File: src/rtl/pbv_pkg.sv
// Shared types, constants and the note table for the pitch bend / vibrato core.
package pbv_pkg;

  localparam int QUEUE_DEPTH = 2;

  // Reciprocals for the constant divisors, each with its shift.
  localparam logic [13:0] RECIP_5   = 14'd13108;    // >> 16
  localparam logic [11:0] RECIP_20  = 12'd3277;     // >> 16
  localparam logic [21:0] RECIP_25  = 22'd2684355;  // >> 26
  localparam logic [11:0] RECIP_50  = 12'd2622;     // >> 17
  localparam logic [19:0] RECIP_100 = 20'd671089;   // >> 26

  localparam logic [7:0]  WRAP_2P16_MOD_200 = 8'd136;
  localparam logic [6:0]  PCT_FULL   = 7'd100;
  localparam logic signed [9:0] CLAMP_CENTS = 10'sd250;
  localparam logic signed [15:0] LIN_COEF = 16'sd38;
  localparam logic [19:0] SQ_COEF = 20'd11;
  localparam logic signed [18:0] Q16_ONE = 19'sd65536;
  localparam logic [30:0] Q16_HALF = 31'd32768;

  typedef struct packed {
    logic [2:0]        note;
    logic              modulate;
    logic signed [8:0] bend;
    logic [5:0]        depth;
    logic [23:0]       folded_ms;  // congruent to elapsed ms modulo 200
    logic [18:0]       vol_prod;   // min(pct,100) * 4095
  } front_item_t;

  function automatic logic [12:0] base_hz(input logic [2:0] note);
    logic [12:0] f;
    unique case (note)
      3'd0: f = 13'd2093;
      3'd1: f = 13'd2349;
      3'd2: f = 13'd2637;
      3'd3: f = 13'd2794;
      3'd4: f = 13'd3136;
      3'd5: f = 13'd3520;
      3'd6: f = 13'd3951;
      3'd7: f = 13'd4186;
      default: f = 13'd2093;
    endcase
    return f;
  endfunction

endpackage

File: src/rtl/pbv_front.sv
// Front end: takes a command and reduces it to bend, depth, folded time and volume product.
module pbv_front import pbv_pkg::*; (
  input  logic               start,
  input  logic               busy,
  input  logic [2:0]         note_sel,
  input  logic [6:0]         volume_pct,
  input  logic               modulate,
  input  logic signed [10:0] stick_x,
  input  logic signed [10:0] stick_y,
  input  logic [31:0]        lfo_elapsed_ms,
  output logic               push,
  output front_item_t        item
);

  logic [10:0] x_mag;
  logic [24:0] x_prod;
  logic [8:0]  bend_mag;
  logic [21:0] y_prod;
  logic [6:0]  vol_sat;
  logic [23:0] hi_part;

  always_comb begin
    x_mag    = stick_x[10] ? (~stick_x + 11'd1) : stick_x;
    x_prod   = 25'(x_mag) * 25'(RECIP_5);
    bend_mag = x_prod[24:16];
    y_prod   = 22'(stick_y[9:0]) * 22'(RECIP_20);
    vol_sat  = (volume_pct > PCT_FULL) ? PCT_FULL : volume_pct;
    hi_part  = 24'(lfo_elapsed_ms[31:16]) * 24'(WRAP_2P16_MOD_200);

    item.note      = note_sel;
    item.modulate  = modulate;
    item.bend      = stick_x[10] ? -$signed(bend_mag) : $signed(bend_mag);
    item.depth     = (!stick_y[10] && stick_y != '0) ? y_prod[21:16] : 6'd0;
    item.folded_ms = hi_part + 24'(lfo_elapsed_ms[15:0]);
    item.vol_prod  = {vol_sat, 12'd0} - 19'(vol_sat);
  end

  assign push = start && !busy;

endmodule

File: src/rtl/pbv_queue.sv
// Two-entry queue between front and back.
module pbv_queue import pbv_pkg::*; (
  input  logic        clk,
  input  logic        rst,
  input  logic        push,
  input  front_item_t push_item,
  input  logic        pop,
  output front_item_t head,
  output logic        head_valid,
  output logic        full
);

  front_item_t slots [QUEUE_DEPTH];
  logic        wr_ptr;
  logic        rd_ptr;
  logic [1:0]  count;
  logic        do_pop;

  assign do_pop     = pop && (count != 2'd0);
  assign head       = slots[rd_ptr];
  assign head_valid = (count != 2'd0);
  assign full       = (count == 2'(QUEUE_DEPTH));

  always_ff @(posedge clk) begin
    if (push) begin
      slots[wr_ptr] <= push_item;
    end
  end

  always_ff @(posedge clk) begin
    if (rst) begin
      wr_ptr <= 1'b0;
      rd_ptr <= 1'b0;
      count  <= 2'd0;
    end else begin
      if (push) wr_ptr <= ~wr_ptr;
      if (do_pop) rd_ptr <= ~rd_ptr;
      count <= count + 2'(push) - 2'(do_pop);
    end
  end

endmodule

File: src/rtl/pbv_back.sv
// Back end: six-stage pipeline from classified item to frequency, volume and cents.
module pbv_back import pbv_pkg::*; (
  input  logic               clk,
  input  logic               rst,
  input  logic               in_valid,
  input  front_item_t        in_item,
  output logic               done,
  output logic [12:0]        tone_freq_hz,
  output logic [11:0]        drive_volume,
  output logic signed [8:0]  applied_cents
);

  logic [5:0] vld;

  // stage 1
  logic [20:0] s1_y;
  logic [2:0]  s1_low;
  logic [16:0] s1_q;
  logic [11:0] s1_drive;
  logic [2:0]  s1_note;
  logic        s1_mod;
  logic signed [8:0] s1_bend;
  logic [5:0]  s1_depth;
  logic [42:0] q_prod;
  logic [38:0] v_prod;

  // stage 2
  logic [11:0] s2_m;
  logic        s2_neg;
  logic [11:0] s2_drive;
  logic [2:0]  s2_note;
  logic        s2_mod;
  logic signed [8:0] s2_bend;
  logic [20:0] rem_full;
  logic [7:0]  phase;
  logic [5:0]  tri_mag;
  logic        tri_neg;

  // stage 3
  logic signed [8:0] s3_total;
  logic [11:0] s3_drive;
  logic [2:0]  s3_note;
  logic [23:0] l_prod;
  logic [6:0]  lfo_mag;
  logic signed [9:0] lfo;
  logic signed [9:0] sum;
  logic signed [8:0] total_next;

  // stage 4
  logic [15:0] s4_tsq;
  logic signed [8:0] s4_total;
  logic [11:0] s4_drive;
  logic [2:0]  s4_note;
  logic signed [8:0] neg_total;
  logic [7:0]  t_abs;

  // stage 5
  logic [16:0] s5_scale;
  logic signed [8:0] s5_total;
  logic [11:0] s5_drive;
  logic [2:0]  s5_note;
  logic signed [15:0] lin;
  logic [19:0] sq_prod;
  logic signed [18:0] scale_s;

  // stage 6
  logic [30:0] f_prod;

  always_ff @(posedge clk) begin
    if (rst) begin
      vld <= '0;
    end else begin
      vld <= {vld[4:0], in_valid};
    end
  end

  assign done = vld[5];

  // stage 1: divide the folded time's upper bits (time / 8) by 25 and the volume product by 100
  always_comb begin
    q_prod = 43'(in_item.folded_ms[23:3]) * 43'(RECIP_25);
    v_prod = 39'(in_item.vol_prod) * 39'(RECIP_100);
  end

  always_ff @(posedge clk) begin
    s1_y     <= in_item.folded_ms[23:3];
    s1_low   <= in_item.folded_ms[2:0];
    s1_q     <= q_prod[42:26];
    s1_drive <= v_prod[37:26];
    s1_note  <= in_item.note;
    s1_mod   <= in_item.modulate;
    s1_bend  <= in_item.bend;
    s1_depth <= in_item.depth;
  end

  // stage 2: triangle phase and magnitude times depth
  always_comb begin
    rem_full = s1_y - 21'(s1_q) * 21'd25;
    phase    = {rem_full[4:0], s1_low};
    priority if (phase < 8'd50) begin
      tri_mag = 6'(phase);
      tri_neg = 1'b0;
    end else if (phase < 8'd100) begin
      tri_mag = 6'(8'd100 - phase);
      tri_neg = 1'b0;
    end else if (phase < 8'd150) begin
      tri_mag = 6'(phase - 8'd100);
      tri_neg = 1'b1;
    end else begin
      tri_mag = 6'(8'd200 - phase);
      tri_neg = 1'b1;
    end
  end

  always_ff @(posedge clk) begin
    s2_m     <= 12'(tri_mag) * 12'(s1_depth);
    s2_neg   <= tri_neg;
    s2_drive <= s1_drive;
    s2_note  <= s1_note;
    s2_mod   <= s1_mod;
    s2_bend  <= s1_bend;
  end

  // stage 3: vibrato offset, sum and clamp
  always_comb begin
    l_prod  = 24'(s2_m) * 24'(RECIP_50);
    lfo_mag = l_prod[23:17];
    lfo     = s2_neg ? -$signed({3'b000, lfo_mag}) : $signed({3'b000, lfo_mag});
    sum     = {s2_bend[8], s2_bend} + lfo;
    priority if (!s2_mod) begin
      total_next = 9'sd0;
    end else if (sum > CLAMP_CENTS) begin
      total_next = 9'(CLAMP_CENTS);
    end else if (sum < -CLAMP_CENTS) begin
      total_next = 9'(-CLAMP_CENTS);
    end else begin
      total_next = sum[8:0];
    end
  end

  always_ff @(posedge clk) begin
    s3_total <= total_next;
    s3_drive <= s2_drive;
    s3_note  <= s2_note;
  end

  // stage 4: square of the offset
  always_comb begin
    neg_total = -s3_total;
    t_abs     = s3_total[8] ? neg_total[7:0] : s3_total[7:0];
  end

  always_ff @(posedge clk) begin
    s4_tsq   <= 16'(t_abs) * 16'(t_abs);
    s4_total <= s3_total;
    s4_drive <= s3_drive;
    s4_note  <= s3_note;
  end

  // stage 5: Q16 scale
  always_comb begin
    lin     = $signed({{7{s4_total[8]}}, s4_total}) * LIN_COEF;
    sq_prod = 20'(s4_tsq) * SQ_COEF;
    scale_s = Q16_ONE + {{3{lin[15]}}, lin} + $signed({9'd0, sq_prod[19:10]});
  end

  always_ff @(posedge clk) begin
    s5_scale <= scale_s[16:0];
    s5_total <= s4_total;
    s5_drive <= s4_drive;
    s5_note  <= s4_note;
  end

  // stage 6: frequency, rounded; scale stays above 0.86 so it never drops below 1
  always_comb begin
    f_prod = 31'(base_hz(s5_note)) * 31'(s5_scale) + Q16_HALF;
  end

  always_ff @(posedge clk) begin
    tone_freq_hz  <= f_prod[28:16];
    drive_volume  <= s5_drive;
    applied_cents <= s5_total;
  end

endmodule

File: src/rtl/pitch_bend_vibrato_tone_freq_core.sv
// Top level of the pitch bend / vibrato tone frequency core.
//
//  channel   direction  transfer when         fields
//  command   in         start && !busy        note_sel volume_pct modulate stick_x
//                                              stick_y lfo_elapsed_ms
//  result    out        done (one cycle)      tone_freq_hz drive_volume applied_cents
//
// One command per cycle is accepted, and each yields one result on done.
// Latency is set by the six-stage back pipeline plus the queue slot between front and back.
// The back pipeline never stalls, so the queue drains every cycle and busy stays low.
// Synchronous reset on rst empties the queue and the pipeline valid bits.
module pitch_bend_vibrato_tone_freq_core import pbv_pkg::*; (
  input  logic               clk,
  input  logic               rst,
  input  logic               start,
  output logic               busy,
  input  logic [2:0]         note_sel,
  input  logic [6:0]         volume_pct,
  input  logic               modulate,
  input  logic signed [10:0] stick_x,
  input  logic signed [10:0] stick_y,
  input  logic [31:0]        lfo_elapsed_ms,
  output logic               done,
  output logic [12:0]        tone_freq_hz,
  output logic [11:0]        drive_volume,
  output logic signed [8:0]  applied_cents
);

  logic        push;
  front_item_t push_item;
  front_item_t head;
  logic        head_valid;

  pbv_front u_front (
    .start          (start),
    .busy           (busy),
    .note_sel       (note_sel),
    .volume_pct     (volume_pct),
    .modulate       (modulate),
    .stick_x        (stick_x),
    .stick_y        (stick_y),
    .lfo_elapsed_ms (lfo_elapsed_ms),
    .push           (push),
    .item           (push_item)
  );

  pbv_queue u_queue (
    .clk        (clk),
    .rst        (rst),
    .push       (push),
    .push_item  (push_item),
    .pop        (head_valid),
    .head       (head),
    .head_valid (head_valid),
    .full       (busy)
  );

  pbv_back u_back (
    .clk           (clk),
    .rst           (rst),
    .in_valid      (head_valid),
    .in_item       (head),
    .done          (done),
    .tone_freq_hz  (tone_freq_hz),
    .drive_volume  (drive_volume),
    .applied_cents (applied_cents)
  );

  a_fixed_latency: assert property (@(posedge clk) disable iff (rst)
    (start && !busy) |-> ##7 done)
    else $error("result missing seven cycles after transfer");

  a_never_busy: assert property (@(posedge clk) disable iff (rst) !busy)
    else $error("queue backed up");

  a_cents_clamped: assert property (@(posedge clk) disable iff (rst)
    done |-> (applied_cents <= 9'sd250 && applied_cents >= -9'sd250))
    else $error("applied cents outside clamp");

  a_freq_nonzero: assert property (@(posedge clk) disable iff (rst)
    done |-> (tone_freq_hz != 13'd0))
    else $error("zero frequency");

endmodule

File: config.mk
export PLATFORM = sky130hd
export DESIGN_NAME = pitch_bend_vibrato_tone_freq_core
export DESIGN_NICKNAME = d
export VERILOG_FILES = /design/src/rtl/pbv_pkg.sv /design/src/rtl/pbv_front.sv /design/src/rtl/pbv_queue.sv /design/src/rtl/pbv_back.sv /design/src/rtl/pitch_bend_vibrato_tone_freq_core.sv
export SDC_FILE = /design/constraint.sdc
export NUM_CORES = 2
export LEC_CHECK = 0
export BUFFER_PORTS_ARGS = -buffer_cell sky130_fd_sc_hd__buf_2
export CAP_MARGIN = 20
export CORE_MARGIN = 4
export CORE_UTILIZATION = 65
export CTS_BUF_LIST = sky130_fd_sc_hd__clkbuf_16
export DETAILED_ROUTE_END_ITERATION = 16
export PLACE_DENSITY_LB_ADDON = 0.08
export SYNTH_ARGS = -nofsm -noshare
export SYNTH_HDL_FRONTEND = slang
export SYNTH_SLANG_ARGS = --single-unit
File: constraint.sdc
create_clock -name clk -period 9.22 [get_ports clk]
set_clock_uncertainty 0.15 [all_clocks]
set_input_delay 0.922 -clock clk [delete_from_list [all_inputs] [get_ports clk]]
set_output_delay 0.922 -clock clk [all_outputs]
set_load 0.05 [all_outputs]
==> flow_summary.toml <==
[status]
outcome = "complete, no violations"

[sta]
finalHoldViolations = 0
fin_crit_sh = 0.861
worst_pin_slew_ns = 0.887
final_max_slew_viol_count = 0
relSlewSlack = 0.392
setup_viol = 0
max_freq_ghz = 0.126
layout_min_cycle_time_ns = 7.94
tns_ns = 0
rsz0062_at_grt = "no"

[clock_tree]
cts_buffer_depth = 3
post_cts_resize_count = 0
htree_levels = 2
cts.sinks = 360
cts_hold_buf = 0
numCtsBuffers = 40
cts.clk_slew.worst_paths_ns = 0.06
cts_root_buf = "clkbuf_16"
clk-insertion-delay-late_ns = 0.57
cts_tree = "built"
post_cts_buffers = 0

[drt]
vias = 26670
drt-pass1-iter-count = 5
ant_nets = 0
drc = 0
wl_per_cell_um = 15.9
finalWirelength_um = 80200
drtIter0Drc = 1136
vias_per_cell = 5.28

[global_route]
grt_use_total = 0.241
grt_max_degree = 62
grt_pass1_vias = 28432
grt_pass1_wl_um = 137000
grt_overflow = 0
antenna_found_initial = 3

[floorplanning]
die_area_um2 = 68900
core_area_um2 = 64200
die_y_um = 262
ioPinCount = 104
die_w_um = 262
start_util = 0.655
rows = 93

[run]
drv_cap = 0

[placement]
place_congestion = 0.907
dp.cells = 4975
place_hpwl_um = 67900
io_buffer_count = 103

[synth]
ys_ff_latch = 360
seq_area_frac_synth = 0.200
ys_async_sr_fraction = 0
netlist_instances = 4070
yosysWarningCount = 0
syn_avg_cell_area_um2 = 10.3
synth_edf_count = 122
synthFlopType = "dfxtp_1"
synth_area_um2 = 42100
yosys.cell_types.count = 81

[worst_setup_path]
slowest_delay_ns = 0.53
crit_top_cell = "inv_1"
r2r-end = "u_back.s3_total[4]$_SDFF_PN0_"
reg2reg_from = "u_back.s2_m[5]$_DFF_P_"
critPathArrivalTime_ns = 8.25
start_kind = "register"
critPathMaxFanout = 7
rrSetupSlack_ns = 1.28
endpoint_kind = "register"
critPathSlowestCell = "fa_1"
worstRegToRegCells = 31
crit_required_ns = 9.53
worstSetupPathType = "register to register"

[layout]
area_growth_pct = 6.58
finalNonFillerCells = 5051
nNetsFinal = 5607
layout-drive-gt1-share = 0.0539

[hold_path]
hold_path.class = "register to register"
hold_start = "u_back.s1_bend[3]$_DFF_P_"
hold_path_depth = 0
whs_endpoint = "u_back.s2_bend[3]$_DFF_P_"
stage by stage:
stage          area, um2  worst slack [ns]  hold slack, ns  utilization
2_1_floorplan      42100              1.91           0.160            -
3_3_place_gp       43500              1.55           0.160        0.677
3_5_place_dp       43500              1.36           0.162        0.677
4_1_cts            44800              1.27           0.158        0.698
5_1_grt            44800             0.843           0.164        0.698
6_report           44800              1.28           0.170        0.698
worst max-delay path, delay by kind of cell, from the launching register on:
kind / cells / cell delay (ns)
buffers and inverters: 6 / 0.45
flip-flops: 1 / 0.40
XOR/XNOR: 3 / 0.81
AO/OA/AOI/OAI: 11 / 2.66
adder cells (fa/ha/maj): 8 / 3.06
AND/OR/NAND/NOR: 3 / 0.31
synth_stat cells (all sizes together), types with 10 or more instances:
cell type | count | area share
edfxtp | 122 | 0.087
or2 | 12 | 0.0018
a31o | 10 | 0.0021
inv | 977 | 0.087
o21ai | 78 | 0.0093
ha | 791 | 0.24
nand2 | 228 | 0.020
nand3 | 36 | 0.0043
dfxtp | 238 | 0.11
mux2i | 32 | 0.0076
xor2 | 51 | 0.011
nor3 | 39 | 0.0048
a21oi | 106 | 0.013
clkbuf | 55 | 0.0049
nand4 | 11 | 0.0016
xnor2 | 144 | 0.030
nor2 | 143 | 0.013
o21a | 25 | 0.0045
nand2b | 20 | 0.0030
a211oi | 14 | 0.0025
o21bai | 16 | 0.0029
mux2 | 40 | 0.011
fa | 586 | 0.28
a21o | 35 | 0.0062
and2 | 104 | 0.015
nor2b | 25 | 0.0037
area by class of cell:
class                      count  area (um2)
inverter                     977        3670
clock buffer                  44        1100
multi-input combinational   2677       29800
tap                          855        1070
fill                        5020       19400
sequential                   360        8430
antenna                        2        5.00
timing repair buffer         106         538
clock inverter                30         255
state kept, by name, summed over array words and instances, names as in the netlist, 12 cells and up, named ones only:
name,flops
u_back.s1_drive,12
u_back.s5_scale,17
u_back.s4_drive,12
u_back.tone_freq_hz,13
u_back.s5_drive,12
u_queue.slots,122
u_back.s2_m,12
u_back.s3_drive,12
u_back.drive_volume,12
u_back.s2_drive,12
u_back.s4_tsq,15
worst max-delay path by stage:
stage                                      start                       endpoint  slack [ns]  depth (start not counted)
after floorplan                         register    u_back.s1_drive[11]$_DFF_P_        1.91                         26
after global placement    u_back.s2_m[7]$_DFF_P_  u_back.s3_total[6]$_SDFF_PN0_        1.55                         31
after detailed placement  u_back.s2_m[5]$_DFF_P_  u_back.s3_total[4]$_SDFF_PN0_        1.36                         31
after CTS                 u_back.s2_m[5]$_DFF_P_  u_back.s3_total[4]$_SDFF_PN0_        1.27                         31
after global routing      u_back.s2_m[7]$_DFF_P_  u_back.s3_total[6]$_SDFF_PN0_        0.84                         31
final                     u_back.s2_m[5]$_DFF_P_  u_back.s3_total[4]$_SDFF_PN0_        1.28                         31
routing by layer:
| layer | GRT usage | part of all wire | wire [um] | vias up |
|---|---|---|---|---|
| met1 | 0.331 | 0.46 | 36700 | 13020 |
| met5 | 0 | 0.00016 | 13 | - |
| met2 | 0.412 | 0.48 | 38600 | 416 |
| met4 | 0.0629 | 0.025 | 2000 | 2 |
| li1 | - | - | - | 13104 |
| met3 | 0.0269 | 0.036 | 2920 | 128 |
cell usage in the layout (no fill, tap or decap), types with 32 or more instances in the layout:
| cell | n |
|---|---|
| a21o_1 | 35 |
| a21oi_1 | 105 |
| and2_1 | 104 |
| buf_2 | 103 |
| clkbuf_16 | 44 |
| dfxtp_1 | 237 |
| edfxtp_1 | 122 |
| fa_1 | 586 |
| ha_1 | 791 |
| inv_1 | 984 |
| mux2_2 | 39 |
| mux2i_1 | 32 |
| nand2_1 | 227 |
| nand3_1 | 36 |
| nor2_1 | 142 |
| nor3_1 | 38 |
| o21ai_0 | 50 |
| xnor2_1 | 143 |
| xor2_1 | 51 |
cells by family after synthesis:
family                     count (synthesis)  share of synthesized area
muxes                                     72                     0.0183
DFF                                      360                      0.200
buffers and inverters                   1034                     0.0923
and+or+nand+nor                          658                     0.0748
xor gates and xnor gates                 196                     0.0416
AOI/OAI and AO/OA                        372                     0.0586
adders and majority gates               1377                      0.514
other                                      1                  0.0000891
Power is not shown: default switching activity piles up to over one toggle a cycle in this logic, so the estimate is an artifact.
